**config.mk**
```make
export PLATFORM = sky130hd
export DESIGN_NAME = echo_median_fill_level_unit
export DESIGN_NICKNAME = d
export VERILOG_FILES = /design/src/sv/emfl_pkg.sv /design/src/sv/echo_median_fill_level_unit.sv
export VERILOG_INCLUDE_DIRS = /design/src /design/src/sv
export SDC_FILE = /design/constraint.sdc
export NUM_CORES = 1
export LEC_CHECK = 0
export BUFFER_PORTS_ARGS = -buffer_cell sky130_fd_sc_hd__buf_4
export CAP_MARGIN = 15
export CORE_MARGIN = 5
export CORE_UTILIZATION = 55
export CTS_CLUSTER_DIAMETER = 150
export CTS_CLUSTER_SIZE = 16
export DETAILED_ROUTE_END_ITERATION = 8
export PLACE_DENSITY = 0.71
export SYNTH_ARGS = -nofsm -noshare
export SYNTH_HDL_FRONTEND = slang
export SYNTH_SLANG_ARGS = --single-unit
```
**constraint.sdc**
```tcl
create_clock -name clk_i -period 12.6 [get_ports clk_i]
set_input_delay 0 -clock clk_i [delete_from_list [all_inputs] [get_ports clk_i]]
set_output_delay 0 -clock clk_i [all_outputs]
set_load 0.03 [all_outputs]
```
**src/sv/assert_macros.svh**
```systemverilog
// Assertion macros for the RTL of the echo median fill level unit.
`ifndef ASSERT_MACROS_SVH
`define ASSERT_MACROS_SVH

// Check a property on every rising clk_i edge, skipped while rst_ni is low.
`define ASSERT_CLK(lbl, prop, msg) \
  lbl: assert property (@(posedge clk_i) disable iff (!rst_ni) (prop)) else $error(msg);

// Check that a condition never holds on any rising clk_i edge out of reset.
`define ASSERT_NEVER(lbl, cond, msg) \
  `ASSERT_CLK(lbl, !(cond), msg)

`endif

```
**src/sv/emfl_pkg.sv**
```systemverilog
// Types and constants for the echo median fill level unit.
`default_nettype none

package emfl_pkg;

  // Ring depth, the slot counter width that follows from it, and the fill count width
  localparam int unsigned DEPTH  = 5;
  localparam int unsigned CNT_W  = (DEPTH > 1) ? $clog2(DEPTH) : 1;
  localparam int unsigned FILL_W = 3;

  // Configuration port
  localparam int unsigned CFG_IDX_W  = 3;
  localparam int unsigned CFG_DATA_W = 16;

  localparam logic [CFG_IDX_W-1:0] CFG_RATE   = 3'd0;
  localparam logic [CFG_IDX_W-1:0] CFG_CAL    = 3'd1;
  localparam logic [CFG_IDX_W-1:0] CFG_EMPTY  = 3'd2;
  localparam logic [CFG_IDX_W-1:0] CFG_FULL   = 3'd3;
  localparam logic [CFG_IDX_W-1:0] CFG_MARGIN = 3'd4;

  localparam logic [15:0] RATE_RESET   = 16'd1124;
  localparam logic [15:0] MARGIN_RESET = 16'd32;

  // Fill scaling: tenths of a percent
  localparam logic [15:0] FILL_SCALE = 16'd1000;
  localparam logic [9:0]  FILL_MAX   = 10'd1000;
  localparam int unsigned DIV_BITS   = 10;

  // Sort entry: pad flag above the distance, so empty slots rank last
  typedef logic [16:0] emfl_entry_t;

  typedef enum logic [3:0] {
    ST_IDLE,
    ST_CONV,
    ST_STORE,
    ST_LOAD,
    ST_RANK,
    ST_MED,
    ST_FILL,
    ST_DIV,
    ST_OUT
  } emfl_state_e;

endpackage

`default_nettype wire

```
**src/sv/echo_median_fill_level_unit.sv**
```systemverilog
// Echo width to distance median filter with fill level, top level.
`default_nettype none

`include "assert_macros.svh"

// Each accepted word carries an echo width in microseconds. A zero width is
// taken and dropped without a result. Any other width is scaled by
// cm_per_us_rate (one shared 16x16 multiplier, product shifted right by 12
// and saturated to 16 bits) into a distance in 1/16 cm, written into a ring
// of the last DEPTH distances, and the median of the filled slots is found
// by a rank scan: every slot in turn is compared against every other slot by
// one less-than and one less-or-equal compare, DEPTH*DEPTH steps in all. With
// an even count the two middle values are averaged, rounding down. When
// calibrated with empty above full, a median at or above empty gives fill 0,
// one at or below full gives 1000, and any other gives the fill in tenths of
// a percent from one constant multiply on the same multiplier and a 10 step
// restoring divide on one subtractor; otherwise the fill is 0. The block
// works on one word at a time and holds in_stall_o high until its result has
// moved into the output register, which then waits for the consumer on its
// own. Configuration is to be written while idle; nothing enforces it.
module echo_median_fill_level_unit (
  input  wire logic                           clk_i,
  input  wire logic                           rst_ni,
  // configuration write port
  input  wire logic                           cfg_we_i,
  input  wire logic [emfl_pkg::CFG_IDX_W-1:0]  cfg_idx_i,
  input  wire logic [emfl_pkg::CFG_DATA_W-1:0] cfg_wdata_i,
  // input channel
  input  wire logic                           in_valid_i,
  output logic                                in_stall_o,
  input  wire logic [15:0]                    echo_width_us_i,
  // output channel
  output logic                                out_valid_o,
  input  wire logic                           out_stall_i,
  output logic [15:0]                         filtered_distance_o,
  output logic [9:0]                          fill_tenths_o,
  output logic                                out_of_range_o,
  output logic [emfl_pkg::FILL_W-1:0]          samples_held_o
);
  import emfl_pkg::*;

  localparam logic [CNT_W-1:0] LAST = CNT_W'(DEPTH - 1);

  // Configuration registers
  logic [15:0] rate_q, empty_q, full_q, margin_q;
  logic        cal_q;

  // Control state
  emfl_state_e       state_q, state_d;
  logic [CNT_W-1:0]  slot_q, slot_d;
  logic [FILL_W-1:0] fill_q, fill_d;
  logic [CNT_W-1:0]  step_q, step_d;
  logic [CNT_W-1:0]  cand_q, cand_d;
  logic [3:0]        bit_q, bit_d;
  logic              out_valid_q, out_valid_d;

  // Datapath
  logic [15:0]       ring_q [DEPTH];
  emfl_entry_t       buf_q [DEPTH];
  emfl_entry_t       buf_d [DEPTH];
  logic [15:0]       width_q, width_d;
  logic [31:0]       prod_q, prod_d;
  logic [31:0]       dvs_q, dvs_d;
  logic [FILL_W-1:0] lt_q, lt_d, le_q, le_d;
  logic [FILL_W-1:0] k0_q, k0_d, k1_q, k1_d;
  emfl_entry_t       lo_q, lo_d, hi_q, hi_d;
  logic [15:0]       med_q, med_d;
  logic [9:0]        quo_q, quo_d;
  logic              oor_q, oor_d;
  logic [15:0]       out_dist_q, out_dist_d;
  logic [9:0]        out_fill_q, out_fill_d;
  logic              out_oor_q, out_oor_d;
  logic [FILL_W-1:0] out_held_q, out_held_d;

  // Shared units
  logic [15:0] mul_a, mul_b;
  logic [31:0] mul_p;
  logic [32:0] trial;
  logic [15:0] conv_dist;
  logic        ring_we;
  logic [15:0] span, diff;
  logic [16:0] med_sum, oor_limit;
  logic        active;

  assign mul_p   = 32'(mul_a) * 32'(mul_b);
  assign trial   = {1'b0, prod_q} - {1'b0, dvs_q};
  assign conv_dist = (prod_q[31:28] != 4'd0) ? 16'hFFFF : prod_q[27:12];
  assign span    = empty_q - full_q;
  assign diff    = empty_q - med_q;
  assign med_sum = {1'b0, lo_q[15:0]} + {1'b0, hi_q[15:0]};
  assign oor_limit = {1'b0, empty_q} + {1'b0, margin_q};
  assign active  = cal_q && (empty_q > full_q);

  assign in_stall_o          = (state_q != ST_IDLE);
  assign out_valid_o         = out_valid_q;
  assign filtered_distance_o = out_dist_q;
  assign fill_tenths_o       = out_fill_q;
  assign out_of_range_o      = out_oor_q;
  assign samples_held_o      = out_held_q;

  // Configuration: write only, unknown indexes drop
  always_ff @(posedge clk_i or negedge rst_ni) begin
    if (!rst_ni) begin
      rate_q   <= RATE_RESET;
      cal_q    <= 1'b0;
      empty_q  <= 16'd0;
      full_q   <= 16'd0;
      margin_q <= MARGIN_RESET;
    end else if (cfg_we_i) begin
      unique case (cfg_idx_i)
        CFG_RATE:   rate_q   <= cfg_wdata_i;
        CFG_CAL:    cal_q    <= cfg_wdata_i[0];
        CFG_EMPTY:  empty_q  <= cfg_wdata_i;
        CFG_FULL:   full_q   <= cfg_wdata_i;
        CFG_MARGIN: margin_q <= cfg_wdata_i;
        default: ;
      endcase
    end
  end

  // Sequencer and datapath next values
  always_comb begin
    state_d     = state_q;
    slot_d      = slot_q;
    fill_d      = fill_q;
    step_d      = step_q;
    cand_d      = cand_q;
    bit_d       = bit_q;
    out_valid_d = out_valid_q;
    buf_d       = buf_q;
    width_d     = width_q;
    prod_d      = prod_q;
    dvs_d       = dvs_q;
    lt_d        = lt_q;
    le_d        = le_q;
    k0_d        = k0_q;
    k1_d        = k1_q;
    lo_d        = lo_q;
    hi_d        = hi_q;
    med_d       = med_q;
    quo_d       = quo_q;
    oor_d       = oor_q;
    out_dist_d  = out_dist_q;
    out_fill_d  = out_fill_q;
    out_oor_d   = out_oor_q;
    out_held_d  = out_held_q;
    mul_a       = width_q;
    mul_b       = rate_q;
    ring_we     = 1'b0;

    // drop the waiting word once the consumer takes it
    if (out_valid_q && !out_stall_i) begin
      out_valid_d = 1'b0;
    end

    unique case (state_q)
      ST_IDLE: begin
        if (in_valid_i) begin
          width_d = echo_width_us_i;
          if (echo_width_us_i != 16'd0) begin
            state_d = ST_CONV;
          end
        end
      end
      ST_CONV: begin
        mul_a   = width_q;
        mul_b   = rate_q;
        prod_d  = mul_p;
        state_d = ST_STORE;
      end
      ST_STORE: begin
        ring_we = 1'b1;
        slot_d  = (slot_q == LAST) ? '0 : slot_q + 1'b1;
        if (fill_q < FILL_W'(DEPTH)) begin
          fill_d = fill_q + 1'b1;
        end
        state_d = ST_LOAD;
      end
      ST_LOAD: begin
        // unfilled slots load as all ones with the pad flag set
        for (int i = 0; i < DEPTH; i++) begin
          buf_d[i] = (FILL_W'(i) >= fill_q) ? {1'b1, 16'hFFFF} : {1'b0, ring_q[i]};
        end
        k1_d    = fill_q >> 1;
        k0_d    = (fill_q - 1'b1) >> 1;
        step_d  = '0;
        cand_d  = '0;
        lt_d    = '0;
        le_d    = FILL_W'(1);
        state_d = ST_RANK;
      end
      ST_RANK: begin
        if (step_q != LAST) begin
          // count slot 1 against the candidate, rotate the others past it
          if (buf_q[1] < buf_q[0]) begin
            lt_d = lt_q + 1'b1;
          end
          if (buf_q[1] <= buf_q[0]) begin
            le_d = le_q + 1'b1;
          end
          for (int i = 1; i < DEPTH - 1; i++) begin
            buf_d[i] = buf_q[i+1];
          end
          buf_d[DEPTH-1] = buf_q[1];
          step_d = step_q + 1'b1;
        end else begin
          // candidate covers sorted places lt .. le-1
          if (lt_q <= k0_q && k0_q < le_q) begin
            lo_d = buf_q[0];
          end
          if (lt_q <= k1_q && k1_q < le_q) begin
            hi_d = buf_q[0];
          end
          for (int i = 0; i < DEPTH - 1; i++) begin
            buf_d[i] = buf_q[i+1];
          end
          buf_d[DEPTH-1] = buf_q[0];
          step_d = '0;
          lt_d   = '0;
          le_d   = FILL_W'(1);
          cand_d = cand_q + 1'b1;
          if (cand_q == LAST) begin
            state_d = ST_MED;
          end
        end
      end
      ST_MED: begin
        med_d   = med_sum[16:1];
        state_d = ST_FILL;
      end
      ST_FILL: begin
        oor_d   = active && ({1'b0, med_q} > oor_limit);
        quo_d   = '0;
        state_d = ST_OUT;
        if (active && med_q < empty_q) begin
          if (diff >= span) begin
            quo_d = FILL_MAX;
          end else begin
            // quotient fits 10 bits since diff < span
            mul_a   = diff;
            mul_b   = FILL_SCALE;
            prod_d  = mul_p;
            dvs_d   = {7'd0, span, 9'd0};
            bit_d   = 4'(DIV_BITS - 1);
            state_d = ST_DIV;
          end
        end
      end
      ST_DIV: begin
        quo_d = {quo_q[8:0], !trial[32]};
        if (!trial[32]) begin
          prod_d = trial[31:0];
        end
        dvs_d = dvs_q >> 1;
        bit_d = bit_q - 1'b1;
        if (bit_q == 4'd0) begin
          state_d = ST_OUT;
        end
      end
      ST_OUT: begin
        if (!out_valid_q || !out_stall_i) begin
          out_dist_d  = med_q;
          out_fill_d  = quo_q;
          out_oor_d   = oor_q;
          out_held_d  = fill_q;
          out_valid_d = 1'b1;
          state_d     = ST_IDLE;
        end
      end
      default: state_d = ST_IDLE;
    endcase
  end

  always_ff @(posedge clk_i or negedge rst_ni) begin
    if (!rst_ni) begin
      state_q     <= ST_IDLE;
      slot_q      <= '0;
      fill_q      <= '0;
      step_q      <= '0;
      cand_q      <= '0;
      bit_q       <= '0;
      out_valid_q <= 1'b0;
    end else begin
      state_q     <= state_d;
      slot_q      <= slot_d;
      fill_q      <= fill_d;
      step_q      <= step_d;
      cand_q      <= cand_d;
      bit_q       <= bit_d;
      out_valid_q <= out_valid_d;
    end
  end

  always_ff @(posedge clk_i) begin
    buf_q      <= buf_d;
    width_q    <= width_d;
    prod_q     <= prod_d;
    dvs_q      <= dvs_d;
    lt_q       <= lt_d;
    le_q       <= le_d;
    k0_q       <= k0_d;
    k1_q       <= k1_d;
    lo_q       <= lo_d;
    hi_q       <= hi_d;
    med_q      <= med_d;
    quo_q      <= quo_d;
    oor_q      <= oor_d;
    out_dist_q <= out_dist_d;
    out_fill_q <= out_fill_d;
    out_oor_q  <= out_oor_d;
    out_held_q <= out_held_d;
  end

  // Distance ring: one write port, slots read at fixed places on load
  always_ff @(posedge clk_i) begin
    if (ring_we) begin
      ring_q[slot_q] <= conv_dist;
    end
  end

  `ASSERT_NEVER(a_ring_ptrs, (slot_q > LAST) || (fill_q > FILL_W'(DEPTH)), "ring pointer out of range")
  `ASSERT_CLK(a_fill_bound, out_valid_q |-> (out_fill_q <= FILL_MAX), "fill above 1000")
  `ASSERT_CLK(a_held_range, out_valid_q |-> (out_held_q != '0 && out_held_q <= FILL_W'(DEPTH)), "bad held count")
  `ASSERT_CLK(a_out_hold, (state_q == ST_OUT && out_valid_q && out_stall_i) |=> (state_q == ST_OUT && out_valid_q), "finished word lost while output stalled")

endmodule

`default_nettype wire

```
# Word-level counts from Yosys, hierarchy flattened
# Memories as Yosys holds them, arrays and structs flattened.
# Cells that the tools add are included.
dict set report totals {
  reg_bits 350
  ram_bits 80
  in_bits 40
  out_inout_bits 32
  wordCells 180
  memories 1
}
# name depth word_bits read_ports rd_clocked_by_memory_dff wr line_no
set memory_table {}
lappend memory_table {ring_q 5 16 5 0 1 echo_median_fill_level_unit.sv:58} ;# logic [15:0] ring_q [DEPTH];
dict set report op_classes {
  add_sub_neg 13
  multipliers 1
  magnitude_cmp 16
  n_eq_ne 26
  muxes 54
  bitwise 1
  n_reduce_logical 35
}
# operator count
set ops {}
lappend ops {{85-bit case mux with 2 select lines} 1}
lappend ops {{32-bit 2-to-1 mux} 5}
lappend ops {{17-bit 2-to-1 mux} 7}
lappend ops {{16-bit 2-to-1 mux} 7}
lappend ops {{32-bit case mux with 3 select lines} 1}
lappend ops {{32-bit case mux with 2 select lines} 1}
lappend ops {{4-bit 2-to-1 mux} 10}
lappend ops {{4-bit case mux with 9 select lines} 1}
lappend ops {{16-bit by 16-bit adder with 17-bit output} 2}
lappend ops {{32-bit by 32-bit subtractor with 33-bit output} 1}
lappend ops {{16-bit by 16-bit multiplier with 32-bit output} 1}
lappend ops {{16-bit subtractor} 2}
lappend ops {{3-bit case mux with 2 select lines} 4}
lappend ops {{2-bit AND reduction} 11}
lappend ops {{3-bit 2-to-1 mux} 7}
lappend ops {{10-bit 2-to-1 mux} 2}
lappend ops {{10-bit case mux with 2 select lines} 1}
lappend ops {{3-bit by 1-bit adder with 3-bit output, second input constant} 6}
lappend ops {{2-bit inequality test, second input constant} 9}
lappend ops {{16-bit by 17-bit greater-than comparator with 1-bit output} 1}
lappend ops {{17-bit <= comparator} 1}
lappend ops {{17-bit less-than comparator} 1}
lappend ops {{4-bit by 3-bit == test with 1-bit output, second input constant} 4}
lappend ops {{16-bit >= comparator} 1}
lappend ops {{32 further kinds} 59}

# Logic depth before layout (Yosys ltp)
# Gate-level depths: netlist of run 1.
dict set report depth {
  depth_word 9
  depth_mapped 41
  ltp_nobuf 40
}

# Worst setup path before layout of run 1
# OpenSTA, ideal clock, no wires.
dict set report synth_timing {
  kind {register -> register}
  start {reg empty_q[0]}
  end {reg prod_q[28] (data pin)}
  setup_time_ps 267
  arrival_ps 9453
  t_required_ps 12333
  setup_slack_ps 2880
  path_stages_with_launch 39
  n_path_buf 1
  period_less_slack_ps 9720
  path_cell_list {dfrtp_1 > inv_1 > ha_1 > inv_1 > fa_1 > a21o_1 > a21o_1 > a21o_1 > a21oi_1 > xor2_1 > ha_1 > and3_1 > a221oi_1 > o21ai_0 > a2111oi_0 > o211ai_1 > a211oi_4 > buf_2 > [3 not listed] > inv_1 > fa_1 > inv_1 > fa_1 > fa_1 > fa_1 > inv_1 > fa_1 > inv_1 > ha_1 > or4_1 > o21ai_0 > o31ai_1 > a211oi_1 > o21bai_1 > a21oi_1 > xor2_1 > mux2i_1}
}
dict set report synth_between {
  elab_chain_len 9
  word_cells_on_any_way 17
  cone_classes {2 x add/sub; 1 x mul; 3 x order compare; 9 x mux; 2 x reduce/logical}
}
# element line_no
set synth_rtl {}
lappend synth_rtl {{start: declaration} echo_median_fill_level_unit.sv:45} ;# logic [15:0] rate_q, empty_q, full_q, margin_q;
lappend synth_rtl {{start signal: assignment} echo_median_fill_level_unit.sv:113} ;# CFG_EMPTY: empty_q <= cfg_wdata_i;
lappend synth_rtl {{16-bit subtractor, or another cell as far along} echo_median_fill_level_unit.sv:89} ;# assign diff = empty_q - med_q;
lappend synth_rtl {{16-bit >= comparator or 1-bit logical AND (tied branches)} {echo_median_fill_level_unit.sv:236, echo_median_fill_level_unit.sv:92}}
lappend synth_rtl {{16-bit 2-to-1 mux or 1-bit logical AND (tied branches)} {echo_median_fill_level_unit.sv:236, echo_median_fill_level_unit.sv:235}}
lappend synth_rtl {{16-bit 2-to-1 mux} echo_median_fill_level_unit.sv:235} ;# if (active && med_q < empty_q) begin
lappend synth_rtl {{16-bit 2-to-1 mux} echo_median_fill_level_unit.sv:156} ;# unique case (state_q)
lappend synth_rtl {{16-bit by 16-bit multiplier with 32-bit output *} echo_median_fill_level_unit.sv:85} ;# assign mul_p = 32'(mul_a) * 32'(mul_b);
lappend synth_rtl {{32-bit 2-to-1 mux} echo_median_fill_level_unit.sv:236} ;# if (diff >= span) begin
lappend synth_rtl {{32-bit 2-to-1 mux} echo_median_fill_level_unit.sv:235}
lappend synth_rtl {{32-bit case mux with 3 select lines *} echo_median_fill_level_unit.sv:156}
lappend synth_rtl {{named net prod_d[28]} echo_median_fill_level_unit.sv:62} ;# logic [31:0] prod_q, prod_d;
lappend synth_rtl {{end signal: assignment} echo_median_fill_level_unit.sv:297} ;# prod_q <= prod_d;
lappend synth_rtl {{end: declaration} echo_median_fill_level_unit.sv:62}
# The timed path passes the listed nets; every way through them passes the cells marked *. The select of a mux whose other input is x is not followed.
# A chain may end at the register's enable or synchronous reset.

# Worst setup path after layout of run 1
# Same ends and word-level chain as after synthesis.

==> impl_table.tex, run 1 <==
\begin{tabular}{lr}
\hline
Metric & Value \\
\hline
\multicolumn{2}{l}{\textbf{Status}} \\
\quad Run status & finished, final reports clean \\
\multicolumn{2}{l}{\textbf{Clock network}} \\
\quad \# Post-CTS Setup Buffers & 0 \\
\quad Hold buffer count at cts & 41 \\
\quad Clock latency at the later pin of the worst-skew pair & 0.62 ns \\
\quad CTS resizes & 0 \\
\quad Maximum root-to-sink buffer count & 3 \\
\quad Clock root cell & sky130\_fd\_sc\_hd\_\_clkbuf\_16 \\
\quad Clock tree from TritonCTS & yes \\
\quad Sink Count & 423 \\
\quad Clock buffer count from CTS & 30 \\
\quad Clock transition at the registers of the reported paths & 0.08 ns \\
\quad H-Tree Level Count & 1 \\
\multicolumn{2}{l}{\textbf{Floorplanning}} \\
\quad Number of top-level pins & 72 \\
\quad Horiz. Die Dim & 245 µm \\
\quad Std-Cell Rows & 86 \\
\quad Core footprint & 54,800 µm² \\
\quad Height of the die & 245 µm \\
\quad Overall die area & 59,800 µm² \\
\quad Effective utilization at floorplan & 55.2\% \\
\multicolumn{2}{l}{\textbf{Critical path}} \\
\quad Stages on worst setup path & 39 \\
\quad Sort of element at the end of the critical path & flop \\
\quad Worst setup SP type & flop \\
\quad Type of the worst setup path & flop to flop \\
\quad Flop2flop setup slack & 1.34 ns \\
\quad Critical R2R Launch & empty\_q[0]\$\_DFFE\_PN0P\_ \\
\quad Largest delay share family, worst path & adder cells \\
\quad Arrival @ worst endpoint & 11.61 ns \\
\quad R2R cell count & 39 \\
\quad Buffering stage count on the worst path with inverters included & 8 \\
\quad Library cell contributing the largest single delay on the critical path & sky130\_fd\_sc\_hd\_\_fa\_1 \\
\quad Data required time of the critical path & 12.95 ns \\
\quad Crit path largest cell delay & 0.55 ns \\
\quad Max Fanout on Critical Path & 25 \\
\quad CP Launch Point & empty\_q[0]\$\_DFFE\_PN0P\_ \\
\quad Capture point of the worst reg-to-reg path & prod\_q[28]\$\_DFFE\_PP\_ \\
\multicolumn{2}{l}{\textbf{Cells and area}} \\
\quad Layout overhead on the synthesized area & 8.98\% \\
\quad Final standard cell count with taps included and fillers excluded & 3,624 \\
\quad FF+latch area & 12,300 µm² \\
\quad Ratio of cells with drive above 1 in the final layout & 8.50\% \\
\quad Total area of multi-input combinational cells & 16,300 µm² \\
\quad Number of nets in the finished design & 3,396 \\
\quad Filler cell count & 4,458 \\
\multicolumn{2}{l}{\textbf{Synth}} \\
\quad Post-synthesis cell area & 30,200 µm² \\
\quad Share of synthesized area occupied by flip-flops and latches & 40.6\% \\
\quad Post-synth EDFFs & 337 \\
\quad Register bit total from synthesis & 423 \\
\quad Synthesized instance count & 2,817 \\
\quad Count of cell types in the netlist & 69 \\
\quad Fraction of synthesis flops using an asynchronous set or reset pin & 20.3\% \\
\quad Number of warnings printed during yosys synthesis & 0 \\
\quad Avg Cell Area, Syn & 10.7 µm² \\
\quad Dominant register cell in the synthesized netlist & sky130\_fd\_sc\_hd\_\_edfxtp\_1 \\
\quad Post-Syn Nets & 3,318 \\
\multicolumn{2}{l}{\textbf{Route}} \\
\quad Routed wirelength normalized by instance count & 21.8 µm \\
\quad Pre-Repair DR Iteration Count & 5 \\
\quad Number of vias per cell & 5.98 \\
\quad Final wirelength & 79.1 mm \\
\quad DRC violation count after routing & 0 \\
\quad Routed vias & 21.7k \\
\quad Number of DRC violations after detailed-routing iteration 0 & 1,778 \\
\quad Number of routed nets with antenna violations & 0 \\
\multicolumn{2}{l}{\textbf{Placed design}} \\
\quad Setup WS pre-CTS & 1.56 ns \\
\quad Placer Congestion & 0.945 \\
\quad Buffers on Ports & 71 \\
\quad HPWL after DPL & 59.5 mm \\
\quad Count of placed standard cells including taps & 3,518 \\
\multicolumn{2}{l}{\textbf{Timing}} \\
\quad Final Max Tran Viols & 0 \\
\quad Setup TNS & 0 ns \\
\quad Timing-limited maximum frequency & 0.0888 GHz \\
\quad Worst Max-Slew Pin Slew & 1.25 ns \\
\quad Total setup violations reported at the end of the flow & 0 \\
\quad Least setup slack across all paths after layout & 1.34 ns \\
\quad Final hold violation count & 0 \\
\quad Setup repair after global routing missed its margin & false \\
\quad Final critical delay including setup and external delays & 11.26 ns \\
\quad Clock Skew & 0.0250 ns \\
\quad Slew HR & 16.2\% \\
\quad Final worst path period share & 89.3\% \\
\multicolumn{2}{l}{\textbf{Flow run}} \\
\quad Max-cap check violation count & 0 \\
\multicolumn{2}{l}{\textbf{Hold path}} \\
\quad Startpoint of the worst hold path & echo\_width\_us\_i[10] \\
\quad Min-delay worst type & primary input to flop \\
\quad Min-Delay Endpoint & width\_q[10]\$\_DFFE\_PP\_ \\
\quad Worst Hold Depth & 2 \\
\multicolumn{2}{l}{\textbf{Global routing}} \\
\quad Met3 track demand over resource & 3.69\% \\
\quad Remaining global-route overflow & 0 \\
\quad Overall global routing resource usage & 26.4\% \\
\quad Fraction of met2 tracks used by global routing & 42.7\% \\
\quad Wire length of the first global-routing pass & 125 mm \\
\quad Vias in the first global route & 22.0k \\
\quad Most utilized layer in the global route result & met2 \\
\quad Largest net degree at the start of global routing & 89 \\
\quad Antenna violations before repair & 1 \\
\quad Met1 track demand over resource & 37.5\% \\
\hline
\end{tabular}
## how the worst max path moves through the flow
stage / slack, ns / end
after global placement: 1.82 / prod_q[28]$_DFFE_PP_
final: 1.34 / prod_q[28]$_DFFE_PP_
after floorplan: 2.88 / prod_q[28]$_DFFE_PP_
after global routing: 0.65 / prod_q[27]$_DFFE_PP_
after detailed placement: 1.56 / prod_q[28]$_DFFE_PP_
after CTS: 1.49 / prod_q[28]$_DFFE_PP_
## flip-flops by register name (all words and copies together), names as in the netlist, 16 cells and up
name,flops
dvs_q,25
med_q,16
ring_q,80
full_q,16
width_q,16
margin_q,16
hi_q,16
empty_q,16
buf_q,85
lo_q,16
filtered_distance_o,16
rate_q,16
prod_q,32
## routing by layer
| layer | up-vias | wire length, µm | part of all wire (%) |
|---|---|---|---|
| li1 | 9850 | - | - |
| met1 | 10900 | 34000 | 43 |
| met2 | 795 | 36900 | 47 |
| met3 | 161 | 5350 | 6.8 |
| met4 | 0 | 2770 | 3.5 |
| met5 | - | 0 | 0 |
## logic make-up after synthesis
| group | count (synthesis) | synth area share (%) |
|---|---|---|
| and+or+nand+nor | 723 | 11.4 |
| AOI/OAI and AO/OA | 553 | 12.1 |
| buffers and inverters | 473 | 5.95 |
| adders and majority gates | 461 | 24.0 |
| DFF | 423 | 40.6 |
| xor gates and xnor gates | 104 | 3.01 |
| muxes | 80 | 2.94 |
## worst reg2reg max path, delay by kind of cell, from the launching register on
| kind | cells | cell delay (ns) |
|---|---|---|
| AOI/OAI and AO/OA | 15 | 3.87 |
| xor gates and xnor gates | 2 | 0.39 |
| adders and majority gates | 10 | 4.28 |
| buffers and inverters | 8 | 0.85 |
| DFF | 1 | 0.38 |
| muxes | 1 | 0.08 |
| and+or+nand+nor | 3 | 1.17 |
## synth_stat cells (all sizes together) (17+ instances only)
master,n,area share (%)
nor2,140,1.7
o21ai,102,1.7
nand4,17,0.35
ha,262,11
a21o,87,2.2
nand2b,33,0.68
buf,19,0.31
and3,21,0.43
xor2,44,1.3
nor2b,34,0.70
mux2,70,2.6
dfrtp,81,6.7
a21oi,142,2.3
a31oi,40,0.83
nand3,39,0.65
xnor2,60,1.7
nand2,257,3.2
clkbuf,81,1.0
nor3,41,0.68
fa,199,13
and2,94,1.9
edfxtp,337,33
inv,373,4.6
o21a,17,0.42
o22a,49,1.4
## cells in the final DEF, fill, tap and decap left out, types with 13 or more instances in the layout
cell type | synthesis | routed
sky130_fd_sc_hd__a211oi_1 | 13 | 13
sky130_fd_sc_hd__a21o_1 | 87 | 87
sky130_fd_sc_hd__a21oi_1 | 142 | 140
sky130_fd_sc_hd__a31oi_1 | 40 | 40
sky130_fd_sc_hd__and2_1 | 94 | 94
sky130_fd_sc_hd__and3_1 | 21 | 21
sky130_fd_sc_hd__buf_4 | 4 | 99
sky130_fd_sc_hd__clkbuf_1 | 81 | 23
sky130_fd_sc_hd__clkbuf_16 | 0 | 30
sky130_fd_sc_hd__dfrtp_1 | 81 | 81
sky130_fd_sc_hd__dlygate4sd3_1 | 0 | 41
sky130_fd_sc_hd__edfxtp_1 | 337 | 337
sky130_fd_sc_hd__fa_1 | 199 | 199
sky130_fd_sc_hd__ha_1 | 262 | 262
sky130_fd_sc_hd__inv_1 | 373 | 372
sky130_fd_sc_hd__mux2_2 | 70 | 70
sky130_fd_sc_hd__nand2_1 | 257 | 256
sky130_fd_sc_hd__nand2b_1 | 33 | 33
sky130_fd_sc_hd__nand3_1 | 39 | 38
sky130_fd_sc_hd__nand4_1 | 17 | 17
sky130_fd_sc_hd__nor2_1 | 140 | 137
sky130_fd_sc_hd__nor2b_1 | 34 | 34
sky130_fd_sc_hd__nor3_1 | 41 | 39
sky130_fd_sc_hd__o21a_1 | 17 | 17
sky130_fd_sc_hd__o21ai_0 | 97 | 97
sky130_fd_sc_hd__o21bai_1 | 14 | 14
sky130_fd_sc_hd__o22a_1 | 49 | 49
sky130_fd_sc_hd__o31ai_1 | 15 | 15
sky130_fd_sc_hd__xnor2_1 | 60 | 60
sky130_fd_sc_hd__xor2_1 | 44 | 44
## stage by stage
step	hold WS, ns	util, %	cell area [µm²]
3_5_place_dp	-0.0781	57.6	31600
4_1_cts	0.0785	60.0	32800
6_report	0.103	60.2	33000
3_3_place_gp	-0.0847	57.6	31600
2_1_floorplan	-0.296	-	30200
5_1_grt	0.101	60.2	33000
## area by class of cell
cell class | instances | share of cell area, %
multi-input combinational | 1921 | 49.3
sequential | 423 | 37.2
inverter | 373 | 4.25
timing repair buffer | 146 | 3.81
tap | 704 | 2.67
clock buffer | 53 | 2.54
clock inverter | 3 | 0.133
antenna | 1 | 0.00759
Power of run 1 is left out: the tool's default activity adds up to more than one toggle a clock period on the data nets, which glitch-free logic cannot reach.
==> run 2: changes to the inputs <==
--- a/config.mk
+++ b/config.mk
@@ -8,6 +8,7 @@
 export LEC_CHECK = 0
 export BUFFER_PORTS_ARGS = -buffer_cell sky130_fd_sc_hd__buf_4
 export CAP_MARGIN = 15
+export CORE_ASPECT_RATIO = 0.6
 export CORE_MARGIN = 5
 export CORE_UTILIZATION = 55
 export CTS_CLUSTER_DIAMETER = 150
==> run 2 against run 1 <==
  * Maximum frequency decreased by 3.4%
  * Final cell count is 0.28% higher
  * Clock skew up 0.015 ns
  * Wire length up 10%
  * Setup slack got worse by 0.39 ns
  * Critical path type unchanged
==> impl_table.tex, run 2 (synthesis gave the netlist of run 1 again) <==
\begin{tabular}{lr}
\hline
Metric & Value \\
\hline
\multicolumn{2}{l}{\textbf{Clock network}} \\
\quad Clock buffer count from CTS & 30 (unchanged) \\
\quad Maximum root-to-sink buffer count & 3 (unchanged) \\
\quad Clock tree from TritonCTS & yes (unchanged) \\
\quad Hold buffer count at cts & 41 (unchanged) \\
\quad Clock latency at the later pin of the worst-skew pair & 0.63 ns (was 0.62 ns) \\
\quad Clock transition at the registers of the reported paths & 0.11 ns (was 0.08 ns) \\
\quad \# Post-CTS Setup Buffers & 0 (unchanged) \\
\quad H-Tree Level Count & 1 (unchanged) \\
\quad CTS resizes & 0 (unchanged) \\
\quad Clock root cell & sky130\_fd\_sc\_hd\_\_clkbuf\_16 (unchanged) \\
\quad Sink Count & 423 (unchanged) \\
\multicolumn{2}{l}{\textbf{Global routing}} \\
\quad Vias in the first global route & 21.6k (was 22.0k) \\
\quad Antenna violations before repair & 5 (was 1) \\
\quad Wire length of the first global-routing pass & 132 mm (was 125 mm) \\
\quad Largest net degree at the start of global routing & 89 (unchanged) \\
\quad Overall global routing resource usage & 29.0\% (was 26.4\%) \\
\quad Remaining global-route overflow & 0 (unchanged) \\
\multicolumn{2}{l}{\textbf{Status}} \\
\quad Run status & finished, final reports clean (unchanged) \\
\multicolumn{2}{l}{\textbf{Floorplanning}} \\
\quad Height of the die & 192 µm (was 245 µm) \\
\quad Horiz. Die Dim & 313 µm (was 245 µm) \\
\quad Core footprint & 54,300 µm² (was 54,800 µm²) \\
\quad Number of top-level pins & 72 (unchanged) \\
\quad Std-Cell Rows & 66 (was 86) \\
\quad Overall die area & 59,900 µm² (was 59,800 µm²) \\
\quad Effective utilization at floorplan & 55.7\% (was 55.2\%) \\
\multicolumn{2}{l}{\textbf{Route}} \\
\quad Number of vias per cell & 6.01 (was 5.98) \\
\quad Final wirelength & 87.0 mm (was 79.1 mm) \\
\quad Number of routed nets with antenna violations & 0 (unchanged) \\
\quad Routed wirelength normalized by instance count & 23.9 µm (was 21.8 µm) \\
\quad Pre-Repair DR Iteration Count & 6 (was 5) \\
\quad Number of DRC violations after detailed-routing iteration 0 & 2,518 (was 1,778) \\
\quad Routed vias & 21.9k (was 21.7k) \\
\quad DRC violation count after routing & 0 (unchanged) \\
\multicolumn{2}{l}{\textbf{Critical path}} \\
\quad Arrival @ worst endpoint & 12.01 ns (was 11.61 ns) \\
\quad Max Fanout on Critical Path & 44 (was 25) \\
\quad Largest delay share family, worst path & adder cells (unchanged) \\
\quad Capture point of the worst reg-to-reg path & prod\_q[28]\$\_DFFE\_PP\_ (unchanged) \\
\quad Library cell contributing the largest single delay on the critical path & sky130\_fd\_sc\_hd\_\_fa\_1 (unchanged) \\
\quad Sort of element at the end of the critical path & flop (unchanged) \\
\quad Flop2flop setup slack & 0.95 ns (was 1.34 ns) \\
\quad Type of the worst setup path & flop to flop (unchanged) \\
\quad Worst setup SP type & flop (unchanged) \\
\quad Buffering stage count on the worst path with inverters included & 5 (was 8) \\
\quad Most common cell on crit path & sky130\_fd\_sc\_hd\_\_fa\_1 \\
\quad Data required time of the critical path & 12.97 ns (was 12.95 ns) \\
\quad Critical R2R Launch & empty\_q[1]\$\_DFFE\_PN0P\_ (was empty\_q[0]\$\_DFFE\_PN0P\_) \\
\quad R2R cell count & 36 (was 39) \\
\quad Crit path largest cell delay & 0.71 ns (was 0.55 ns) \\
\multicolumn{2}{l}{\textbf{Placed design}} \\
\quad Buffers on Ports & 71 (unchanged) \\
\quad Placed Instance Area & 31,600 µm² (about the same) \\
\quad HPWL after DPL & 66.9 mm (was 59.5 mm) \\
\quad Placer Congestion & 0.993 (was 0.945) \\
\quad Setup WS pre-CTS & 1.20 ns (was 1.56 ns) \\
\multicolumn{2}{l}{\textbf{Cells and area}} \\
\quad Filler cell count & 4,435 (was 4,458) \\
\quad Number of nets in the finished design & 3,396 (unchanged) \\
\quad Leading cell type in the layout, fill and taps excluded & sky130\_fd\_sc\_hd\_\_inv\_1 (unchanged) \\
\quad Final design instance area without fill & 33,000 µm² (about the same) \\
\quad Largest register by flop count & buf\_q (unchanged) \\
\quad Max FFs per register & 85 (unchanged) \\
\quad Total area of multi-input combinational cells & 16,300 µm² (about the same) \\
\quad Ratio of cells with drive above 1 in the final layout & 8.46\% (was 8.50\%) \\
\quad Commonest cells after routing, fill and taps aside & sky130\_fd\_sc\_hd\_\_inv\_1, sky130\_fd\_sc\_hd\_\_edfxtp\_1, sky130\_fd\_sc\_hd\_\_ha\_1 (unchanged) \\
\quad Largest registers ranked by flip-flop count & buf\_q x85, ring\_q x80, prod\_q x32 (unchanged) \\
\quad FF+latch area & 12,300 µm² (unchanged) \\
\quad Final standard cell utilization of the core & 60.6\% (was 60.2\%) \\
\quad Layout overhead on the synthesized area & 8.94\% (was 8.98\%) \\
\multicolumn{2}{l}{\textbf{Timing}} \\
\quad Final Max Tran Viols & 0 (unchanged) \\
\quad Timing-limited maximum frequency & 0.0859 GHz (was 0.0888 GHz) \\
\quad Setup TNS & 0 ns (unchanged) \\
\quad Clock Skew & 0.0402 ns (was 0.0250 ns) \\
\quad Least setup slack across all paths after layout & 0.953 ns (was 1.34 ns) \\
\quad Final critical delay including setup and external delays & 11.65 ns (was 11.26 ns) \\
\quad Slew HR & 23.6\% (was 16.2\%) \\
\quad Setup repair after global routing missed its margin & false (unchanged) \\
\quad Final worst path period share & 92.4\% (was 89.3\%) \\
\quad Worst Max-Slew Pin Slew & 1.14 ns (was 1.25 ns) \\
\quad Total setup violations reported at the end of the flow & 0 (unchanged) \\
\quad Final hold violation count & 0 (unchanged) \\
\multicolumn{2}{l}{\textbf{Hold path}} \\
\quad Min-delay worst type & primary input to flop (unchanged) \\
\quad Min-Delay Endpoint & margin\_q[11]\$\_DFFE\_PN0P\_ (was width\_q[10]\$\_DFFE\_PP\_) \\
\quad Startpoint of the worst hold path & cfg\_we\_i (was echo\_width\_us\_i[10]) \\
\quad Worst Hold Depth & 5 (was 2) \\
\multicolumn{2}{l}{\textbf{Flow run}} \\
\quad Max-cap check violation count & 0 (unchanged) \\
\hline
\end{tabular}
run 2: changes by cell type in the layout (fill, tap and decap cells not counted), sizes merged:
| cell | previous run | this run |
|---|---|---|
| buf | 105 | 106 |
| dlygate4sd3 | 41 | 40 |
run 2: worst max-delay path by stage:
stage | end | start | depth (start not counted) | slack [ns]
final | prod_q[28]$_DFFE_PP_ | empty_q[1]$_DFFE_PN0P_ | 36 | 0.95
after global placement | prod_q[28]$_DFFE_PP_ | empty_q[1]$_DFFE_PN0P_ | 36 | 1.42
after detailed placement | prod_q[28]$_DFFE_PP_ | empty_q[1]$_DFFE_PN0P_ | 36 | 1.20
after floorplan | prod_q[28]$_DFFE_PP_ | empty_q[0]$_DFFE_PN0P_ | 38 | 2.88
after global routing | prod_q[28]$_DFFE_PP_ | empty_q[1]$_DFFE_PN0P_ | 36 | 0.39
after CTS | prod_q[28]$_DFFE_PP_ | empty_q[1]$_DFFE_PN0P_ | 36 | 1.16
run 2: area by class of cell:
cell class	instances	area share, %
Antenna cell	1	0.00759
Clock buffer	53	2.54
Clock inverter	3	0.0911
Inverter	373	4.25
Multi-Input combinational cell	1921	49.3
Sequential cell	423	37.3
Tap cell	714	2.71
Timing Repair Buffer	146	3.79
run 2: layer usage:
layer	GRT usage, %	share of wire (%)	wire length, µm	up-vias
met5	4.30	0.44	379	-
met4	5.74	2.3	2020	10
met3	12.5	15	12600	128
met2	36.7	37	31900	1094
met1	45.4	46	40100	10800
li1	-	-	-	9870
run 2: tightest hold or removal path, cell delays in order:
cell                      delay [ns]
sky130_fd_sc_hd__buf_4          0.11
sky130_fd_sc_hd__nand2_1        0.07
sky130_fd_sc_hd__nor3_2         0.04
sky130_fd_sc_hd__buf_4          0.20
sky130_fd_sc_hd__mux2_2         0.24
run 2: stage by stage:
step                      hold WS [ns]  instances
after CTS                       0.0800       3632
after detailed placement       -0.0414       3535
after floorplan                 -0.296       2817
final                           0.0979       3634
after global placement         -0.0440       3533
after global routing            0.0917       3633
Power of run 2 is left out for the same reason.
